### config.mk
export PLATFORM = sky130hd
export DESIGN_NAME = serial_frame_receiver_checksum_core
export DESIGN_NICKNAME = d
export VERILOG_FILES = /design/src/sfrc_pkg.sv /design/src/serial_frame_receiver_checksum_core.sv /design/src/sfrc_frame_tracker.sv
export SDC_FILE = /design/constraint.sdc
export NUM_CORES = 1
export LEC_CHECK = 0
export ABC_AREA = 1
export BUFFER_PORTS_ARGS = -buffer_cell sky130_fd_sc_hd__buf_2
export CAP_MARGIN = 20
export CELL_PAD_IN_SITES_DETAIL_PLACEMENT = 0
export CELL_PAD_IN_SITES_GLOBAL_PLACEMENT = 1
export CORE_MARGIN = 10
export CORE_UTILIZATION = 43
export DETAILED_ROUTE_END_ITERATION = 7
export PLACE_DENSITY = 0.75
export SYNTH_ARGS = -nofsm -noshare
export SYNTH_HDL_FRONTEND = slang
export SYNTH_SLANG_ARGS = --single-unit
### constraint.sdc
create_clock -name clock -period 2.6 [get_ports clock]
set_input_delay 0.78 -clock clock [delete_from_list [all_inputs] [get_ports clock]]
set_output_delay 0.78 -clock clock [all_outputs]
set_load 0.01 [all_outputs]
### src/sfrc_pkg.sv
`timescale 1ns / 1ps
`default_nettype none
// ----------------------------------------------------------------------------
// sfrc_pkg
// Shared constants and types for the serial frame receiver checksum core.
// ----------------------------------------------------------------------------
package sfrc_pkg;

   localparam int unsigned BYTE_W = 8;
   localparam int unsigned POS_W  = 9;
   localparam int unsigned STAT_W = 3;

   localparam logic [BYTE_W-1:0] HDR_BYTE = 8'h5E;
   localparam logic [POS_W-1:0]  LEN_POS  = 9'd4;
   localparam logic [POS_W-1:0]  HDR_LEN  = 9'd2;

   typedef enum logic [STAT_W-1:0] {
      ST_BUSY     = 3'd0,
      ST_GOOD     = 3'd1,
      ST_BAD_HDR  = 3'd2,
      ST_BAD_SUM  = 3'd3,
      ST_ZERO_LEN = 3'd4
   } status_type;

   typedef struct packed {
      logic [POS_W-1:0] position;
      logic             frame_end;
      status_type       status;
   } result_type;

endpackage

`default_nettype wire

### src/serial_frame_receiver_checksum_core.sv
`timescale 1ns / 1ps
`default_nettype none
// ----------------------------------------------------------------------------
// serial_frame_receiver_checksum_core
// Tracks framing of received serial bytes and checks each frame's checksum.
// ----------------------------------------------------------------------------
// Usage:
//   req_* carries one received byte per transfer. For every byte one
//   transfer appears on rsp_*: its position in the frame, the byte itself,
//   frame_end on the check byte (or on a zero length byte) and the status
//   (good, bad header, bad checksum, zero length; 0 while in progress).
//   A byte that is taken is registered and shown on rsp_* in the cycle after.
//   Throughput is one byte per cycle while no held result is stalled; the frame state update is a
//   9-bit compare and an 8-bit add ahead of the result register.
//   When rsp_stall is high with a result held, req_stall rises and the
//   held result stays unchanged; a result taken in the same cycle frees the
//   register for the next byte at once.
//   Reset empties the result register and returns the tracker to position 0
//   with an empty checksum and a good header verdict.
// ----------------------------------------------------------------------------
module serial_frame_receiver_checksum_core
   import sfrc_pkg::*;
(
   input  wire logic              clock,
   input  wire logic              reset,
   input  wire logic              req_valid,
   output      logic              req_stall,
   input  wire logic [BYTE_W-1:0] req_rx_byte,
   output      logic              rsp_valid,
   input  wire logic              rsp_stall,
   output      logic [POS_W-1:0]  rsp_position,
   output      logic [BYTE_W-1:0] rsp_data_out,
   output      logic              rsp_frame_end,
   output      logic [STAT_W-1:0] rsp_status
);

   logic              valid_ff;
   logic              accept;
   result_type        result;
   result_type        result_ff;
   logic [BYTE_W-1:0] data_ff;

   assign req_stall = valid_ff && rsp_stall;
   assign accept    = req_valid && !req_stall;

   sfrc_frame_tracker u_tracker (
      .clock   (clock),
      .reset   (reset),
      .accept  (accept),
      .rx_byte (req_rx_byte),
      .result  (result)
   );

   always_ff @(posedge clock) begin
      if (reset) begin
         valid_ff <= 1'b0;
      end else if (!req_stall) begin
         valid_ff <= req_valid;
      end
   end

   always_ff @(posedge clock) begin
      if (accept) begin
         result_ff <= result;
         data_ff   <= req_rx_byte;
      end
   end

   assign rsp_valid     = valid_ff;
   assign rsp_position  = result_ff.position;
   assign rsp_data_out  = data_ff;
   assign rsp_frame_end = result_ff.frame_end;
   assign rsp_status    = result_ff.status;

   a_hold : assert property (@(posedge clock) disable iff (reset)
      rsp_valid && rsp_stall |=> rsp_valid && $stable(rsp_position) && $stable(rsp_data_out))
      else $error("stalled transfer changed");

   a_fill : assert property (@(posedge clock) disable iff (reset)
      accept |=> rsp_valid)
      else $error("accepted byte produced no result");

   a_drain : assert property (@(posedge clock) disable iff (reset)
      !req_valid && !req_stall |=> !rsp_valid)
      else $error("result without a byte");

endmodule

`default_nettype wire

### src/sfrc_frame_tracker.sv
`timescale 1ns / 1ps
`default_nettype none
// ----------------------------------------------------------------------------
// sfrc_frame_tracker
// Frame position, length, running checksum and header verdict. Gives the
// result for the byte presented and updates the frame state on a transfer.
// ----------------------------------------------------------------------------
module sfrc_frame_tracker
   import sfrc_pkg::*;
(
   input  wire logic              clock,
   input  wire logic              reset,
   input  wire logic              accept,
   input  wire logic [BYTE_W-1:0] rx_byte,
   output      result_type        result
);

   logic [POS_W-1:0]  count_ff, count_in;
   logic [BYTE_W-1:0] length_ff, length_in;
   logic [BYTE_W-1:0] sum_ff, sum_in;
   logic              hdr_good_ff, hdr_good_in;
   logic [POS_W-1:0]  check_pos;
   logic [POS_W-1:0]  count_inc;

   assign check_pos = LEN_POS + {1'b0, length_ff};
   assign count_inc = count_ff + 9'd1;

   always_comb begin
      count_in         = count_ff;
      length_in        = length_ff;
      sum_in           = sum_ff;
      hdr_good_in      = hdr_good_ff;
      result.position  = count_ff;
      result.frame_end = 1'b0;
      result.status    = ST_BUSY;
      if (count_ff < HDR_LEN) begin
         if (rx_byte != HDR_BYTE) begin
            hdr_good_in = 1'b0;
         end
         count_in = count_inc;
      end else if (count_ff < LEN_POS) begin
         count_in = count_inc;
      end else if (count_ff == LEN_POS) begin
         length_in = rx_byte;
         sum_in    = rx_byte;
         if (rx_byte == '0) begin
            result.frame_end = 1'b1;
            result.status    = ST_ZERO_LEN;
            count_in         = '0;
            sum_in           = '0;
            hdr_good_in      = 1'b1;
         end else begin
            count_in = count_inc;
         end
      end else if (count_ff < check_pos) begin
         sum_in   = sum_ff + rx_byte;
         count_in = count_inc;
      end else begin
         result.frame_end = 1'b1;
         if (!hdr_good_ff) begin
            result.status = ST_BAD_HDR;
         end else if (sum_ff != rx_byte) begin
            result.status = ST_BAD_SUM;
         end else begin
            result.status = ST_GOOD;
         end
         count_in    = '0;
         sum_in      = '0;
         hdr_good_in = 1'b1;
      end
   end

   always_ff @(posedge clock) begin
      if (reset) begin
         count_ff    <= '0;
         length_ff   <= '0;
         sum_ff      <= '0;
         hdr_good_ff <= 1'b1;
      end else if (accept) begin
         count_ff    <= count_in;
         length_ff   <= length_in;
         sum_ff      <= sum_in;
         hdr_good_ff <= hdr_good_in;
      end
   end

   a_end_status : assert property (@(posedge clock) disable iff (reset)
      result.frame_end == (result.status != ST_BUSY))
      else $error("frame_end and status disagree");

   a_end_rewinds : assert property (@(posedge clock) disable iff (reset)
      accept && result.frame_end |=> count_ff == '0 && sum_ff == '0 && hdr_good_ff)
      else $error("frame state not cleared after frame end");

   a_count_bound : assert property (@(posedge clock) disable iff (reset)
      count_ff > LEN_POS |-> count_ff <= check_pos)
      else $error("position beyond check byte");

   a_advance : assert property (@(posedge clock) disable iff (reset)
      accept && !result.frame_end |=> count_ff == $past(count_inc))
      else $error("position did not advance");

endmodule

`default_nettype wire

==> impl_metrics.prom <==
# TYPE chip_impl_metric gauge
chip_impl_metric{name="fp.dieArea",unit="sq um"} 9770
chip_impl_info{name="critPathLaunchType",value="flip-flop"} 1
chip_impl_info{name="timing_worst_setup_path_type",value="reg -> reg"} 1
chip_impl_metric{name="postSynthNetCount",unit=""} 356
chip_impl_metric{name="slew_headroom",unit=""} 0.733
chip_impl_metric{name="syn-mean-instance-area",unit="sq um"} 8.20
chip_impl_info{name="final_common_cell",value="sky130_fd_sc_hd__nand2_1"} 1
chip_impl_metric{name="preCtsSetupSlack",unit="ns"} 0.369
chip_impl_metric{name="postSynthCellCount",unit=""} 326
chip_impl_metric{name="clkLatencyLatePin",unit="ns"} 0.31
chip_impl_info{name="reg2reg_from",value="u_tracker.length_ff[2]"} 1
chip_impl_metric{name="cellInternalPower",unit="mW"} 1.08
chip_impl_metric{name="grt_pass1_vias",unit=""} 2154
chip_impl_metric{name="mapped_area",unit="sq um"} 2670
chip_impl_metric{name="cts_buffers",unit=""} 5
chip_impl_metric{name="switching_share",unit=""} 0.261
chip_impl_metric{name="wl",unit="mm"} 6.28
chip_impl_metric{name="clock_skew",unit="ns"} 0.00575
chip_impl_metric{name="detailed_place.area",unit="sq um"} 2910
chip_impl_metric{name="synth-seq-area-share",unit=""} 0.438
chip_impl_metric{name="min_period_over_period",unit=""} 0.844
chip_impl_metric{name="num-nets-final",unit=""} 393
chip_impl_metric{name="fin_util",unit=""} 0.502
chip_impl_metric{name="grt_first_pass_wirelength",unit="mm"} 10.6
chip_impl_metric{name="drt_drc_violations_left",unit=""} 0
chip_impl_metric{name="route.antenna.remaining_nets",unit=""} 0
chip_impl_metric{name="antennaDiodeCount",unit=""} 0
chip_impl_metric{name="viasPerCell",unit=""} 5.00
chip_impl_metric{name="dp_hpwl",unit="mm"} 4.86
chip_impl_info{name="postSynth.topFlopCell",value="sky130_fd_sc_hd__dfxtp_1"} 1
chip_impl_metric{name="final_cell_count_no_fill",unit=""} 439
chip_impl_metric{name="placementRows",unit=""} 28
chip_impl_metric{name="detailroute.via_count",unit=""} 2194
chip_impl_info{name="ctsRootBufferMaster",value="sky130_fd_sc_hd__clkbuf_8"} 1
chip_impl_info{name="run_status",value="finished clean"} 1
chip_impl_metric{name="routabilityCongestion",unit=""} 0.769
chip_impl_info{name="worstSetupEndpointType",value="flip-flop"} 1
chip_impl_metric{name="power.share.clock",unit=""} 0.332
chip_impl_metric{name="worstPathMaxFanout",unit=""} 5
chip_impl_metric{name="min_period",unit="ns"} 2.19
chip_impl_info{name="cts_tree",value="yes"} 1
chip_impl_metric{name="grt.overflow.total",unit=""} 0
chip_impl_info{name="critical_path.startpoint",value="u_tracker.length_ff[2]"} 1
chip_impl_metric{name="htree_num_levels",unit=""} 2
chip_impl_metric{name="setup-violations-final",unit=""} 0
chip_impl_metric{name="floorplan.initialDensity",unit=""} 0.446
chip_impl_metric{name="synth.ff_latch_count",unit=""} 48
chip_impl_info{name="hold_path_class",value="reg -> reg"} 1
chip_impl_metric{name="cp_data_required_time",unit="ns"} 2.84
chip_impl_metric{name="post_cts_hold_buffer_count",unit=""} 0
chip_impl_metric{name="synth.yosys.warnings",unit=""} 0
chip_impl_metric{name="report.final.slew_viol_count",unit=""} 0
chip_impl_metric{name="grt_util_overall",unit=""} 0.130
chip_impl_metric{name="postCtsSetupRepairBufs",unit=""} 0
chip_impl_metric{name="synthArstFlopShare",unit=""} 0
chip_impl_metric{name="max_clock_freq",unit="MHz"} 456
chip_impl_metric{name="core_area",unit="sq um"} 5990
chip_impl_metric{name="cts.path.max_buffers",unit=""} 2
chip_impl_info{name="layout_common_cells",value="sky130_fd_sc_hd__nand2_1, sky130_fd_sc_hd__nor2_1, sky130_fd_sc_hd__inv_1"} 1
chip_impl_metric{name="postCtsResizedCells",unit=""} 0
chip_impl_metric{name="power_leakage",unit="nW"} 1.42
chip_impl_metric{name="detail_route.wl_per_cell",unit="microns"} 14.3
chip_impl_metric{name="die_y",unit="microns"} 98.8
chip_impl_info{name="rsz0062_at_grt",value="false"} 1
chip_impl_metric{name="die_width",unit="microns"} 98.8
chip_impl_metric{name="timing.setup.tns",unit="ns"} 0
chip_impl_metric{name="netSwitchingPower",unit="uW"} 380
chip_impl_metric{name="drt-initial-drc-count",unit=""} 74
chip_impl_metric{name="drt_pre_antenna_iters",unit=""} 5
chip_impl_metric{name="ioPinCount",unit=""} 35
chip_impl_metric{name="antenna_found_initial",unit=""} 0
chip_impl_metric{name="max-vdd-ir-drop",unit="mV"} 0.214
chip_impl_metric{name="placed_cells_incl_taps",unit=""} 431
chip_impl_metric{name="final_layout_size_suffix_gt1_frac",unit=""} 0.179
chip_impl_metric{name="power.sequential.fraction",unit=""} 0.567
chip_impl_metric{name="clkSinkCount",unit=""} 48
chip_impl_metric{name="synth-edff-count",unit=""} 21
chip_impl_metric{name="yosysUniqueCellTypes",unit=""} 31
chip_impl_metric{name="hold_violations",unit=""} 0
chip_impl_metric{name="layout_setup_ws",unit="ns"} 0.406
chip_impl_metric{name="worstMarginPinSlew",unit="ns"} 0.397
chip_impl_metric{name="clk_transition_reported_paths",unit="ns"} 0.09
chip_impl_info{name="holdCritStartpoint",value="u_tracker.length_ff[1]"} 1
chip_impl_metric{name="grt_max_degree",unit=""} 20
chip_impl_metric{name="share_comb_of_total_power",unit=""} 0.101
chip_impl_metric{name="critical_path_arrival",unit="ns"} 2.44
chip_impl_metric{name="area_growth_syn_to_layout",unit="%"} 12.5
chip_impl_metric{name="layout.cell_area.non_filler",unit="sq um"} 3010
chip_impl_metric{name="io_buffer_count",unit=""} 34
chip_impl_metric{name="power_density",unit="nW/um^2"} 485
chip_impl_metric{name="max-cap-violations",unit=""} 0
==> critical path, stage by stage (launching register included) <==
cell	delay (ns)
sky130_fd_sc_hd__dfxtp_1	0.38
sky130_fd_sc_hd__ha_1	0.20
sky130_fd_sc_hd__nand3_1	0.11
sky130_fd_sc_hd__nand3b_1	0.18
sky130_fd_sc_hd__ha_1	0.29
sky130_fd_sc_hd__nand2_1	0.08
sky130_fd_sc_hd__inv_1	0.05
sky130_fd_sc_hd__a21oi_2	0.17
sky130_fd_sc_hd__nand3_1	0.13
sky130_fd_sc_hd__nor2_1	0.29
sky130_fd_sc_hd__nand2_1	0.08
sky130_fd_sc_hd__a21oi_1	0.16
==> cells by family after synthesis <==
| group | share of synthesized area |
|---|---|
| xor gates and xnor gates | 0.0426 |
| adders and majority gates | 0.0871 |
| DFF | 0.438 |
| buffers and inverters | 0.0721 |
| and+or+nand+nor | 0.287 |
| AOI/OAI and AO/OA | 0.0730 |
==> per-layer routing <==
metal	share of wire	GRT usage	routed length (microns)	vias to the layer above
li1	-	-	-	1141
met1	0.48	0.180	3020	994
met2	0.45	0.198	2830	50
met3	0.059	0.0286	369	9
met4	0.0088	0.0375	55	0
met5	0	0	0	-
==> flip-flops by register name, indices dropped and copies added, names as in the netlist <==
register and cells:
rsp_data_out 8, rsp_frame_end 1, rsp_position 9, rsp_status 3, rsp_valid 1, u_tracker.count_ff 9, u_tracker.hdr_good_ff 1, u_tracker.length_ff 8
u_tracker.sum_ff 8
==> synth_stat cells, types with 2 or more instances <==
master / count / share of area
sky130_fd_sc_hd__nand2_2: 3 / 0.0070
sky130_fd_sc_hd__a21oi_1: 21 / 0.039
sky130_fd_sc_hd__nor2_4: 4 / 0.017
sky130_fd_sc_hd__xnor2_1: 2 / 0.0066
sky130_fd_sc_hd__nor2_1: 39 / 0.055
sky130_fd_sc_hd__nand3_2: 3 / 0.011
sky130_fd_sc_hd__inv_1: 36 / 0.051
sky130_fd_sc_hd__nor4_1: 2 / 0.0047
sky130_fd_sc_hd__xor2_1: 11 / 0.036
sky130_fd_sc_hd__nand4_1: 6 / 0.014
sky130_fd_sc_hd__ha_1: 17 / 0.080
sky130_fd_sc_hd__nand3_1: 25 / 0.047
sky130_fd_sc_hd__nor3_1: 2 / 0.0037
sky130_fd_sc_hd__dfxtp_1: 27 / 0.20
sky130_fd_sc_hd__nand2_1: 74 / 0.10
sky130_fd_sc_hd__o21ai_0: 10 / 0.019
sky130_fd_sc_hd__buf_6: 3 / 0.013
sky130_fd_sc_hd__a21oi_2: 2 / 0.0066
sky130_fd_sc_hd__edfxtp_1: 21 / 0.24
sky130_fd_sc_hd__nor2_2: 2 / 0.0047
sky130_fd_sc_hd__nand3b_1: 3 / 0.0084
sky130_fd_sc_hd__inv_2: 2 / 0.0028
sky130_fd_sc_hd__clkbuf_1: 3 / 0.0042
==> cell type report <==
cell class / count / area (sq um)
inverters: 38 / 143
multi-input cells: 233 / 1310
clock buffers: 6 / 82.6
flip-flops and latches: 48 / 1170
fillers: 566 / 2980
well taps: 75 / 93.8
repair buffers: 37 / 193
clock inverters: 2 / 15.0
==> power groups by stage <==
stage	clock network (mW)	registers [mW]	logic, mW
final	0.484	0.826	0.147
after global routing	0.526	0.829	0.166
after CTS	0.495	0.827	0.150
after detailed placement	0	0.844	0.149
after global placement	0	0.843	0.149
after floorplan	0	0.852	0.0778
==> metrics by stage <==
step / hold WS, ns / total power [mW]
2_1_floorplan: 0.441 / 0.930
3_3_place_gp: 0.456 / 0.992
3_5_place_dp: 0.457 / 0.994
4_1_cts: 0.471 / 1.47
5_1_grt: 0.514 / 1.52
6_report: 0.473 / 1.46
==> worst paths after layout <==
kind	slack (ns)	cells past startpoint	end
worst max-delay path	0.41	11	u_tracker.sum_ff[4]
worst min-delay path	0.47	2	u_tracker.length_ff[1]
worst max register to register	0.41	11	u_tracker.sum_ff[4]
worst min register to register	0.47	2	u_tracker.length_ff[1]
Power figures use the tool's default switching activity.
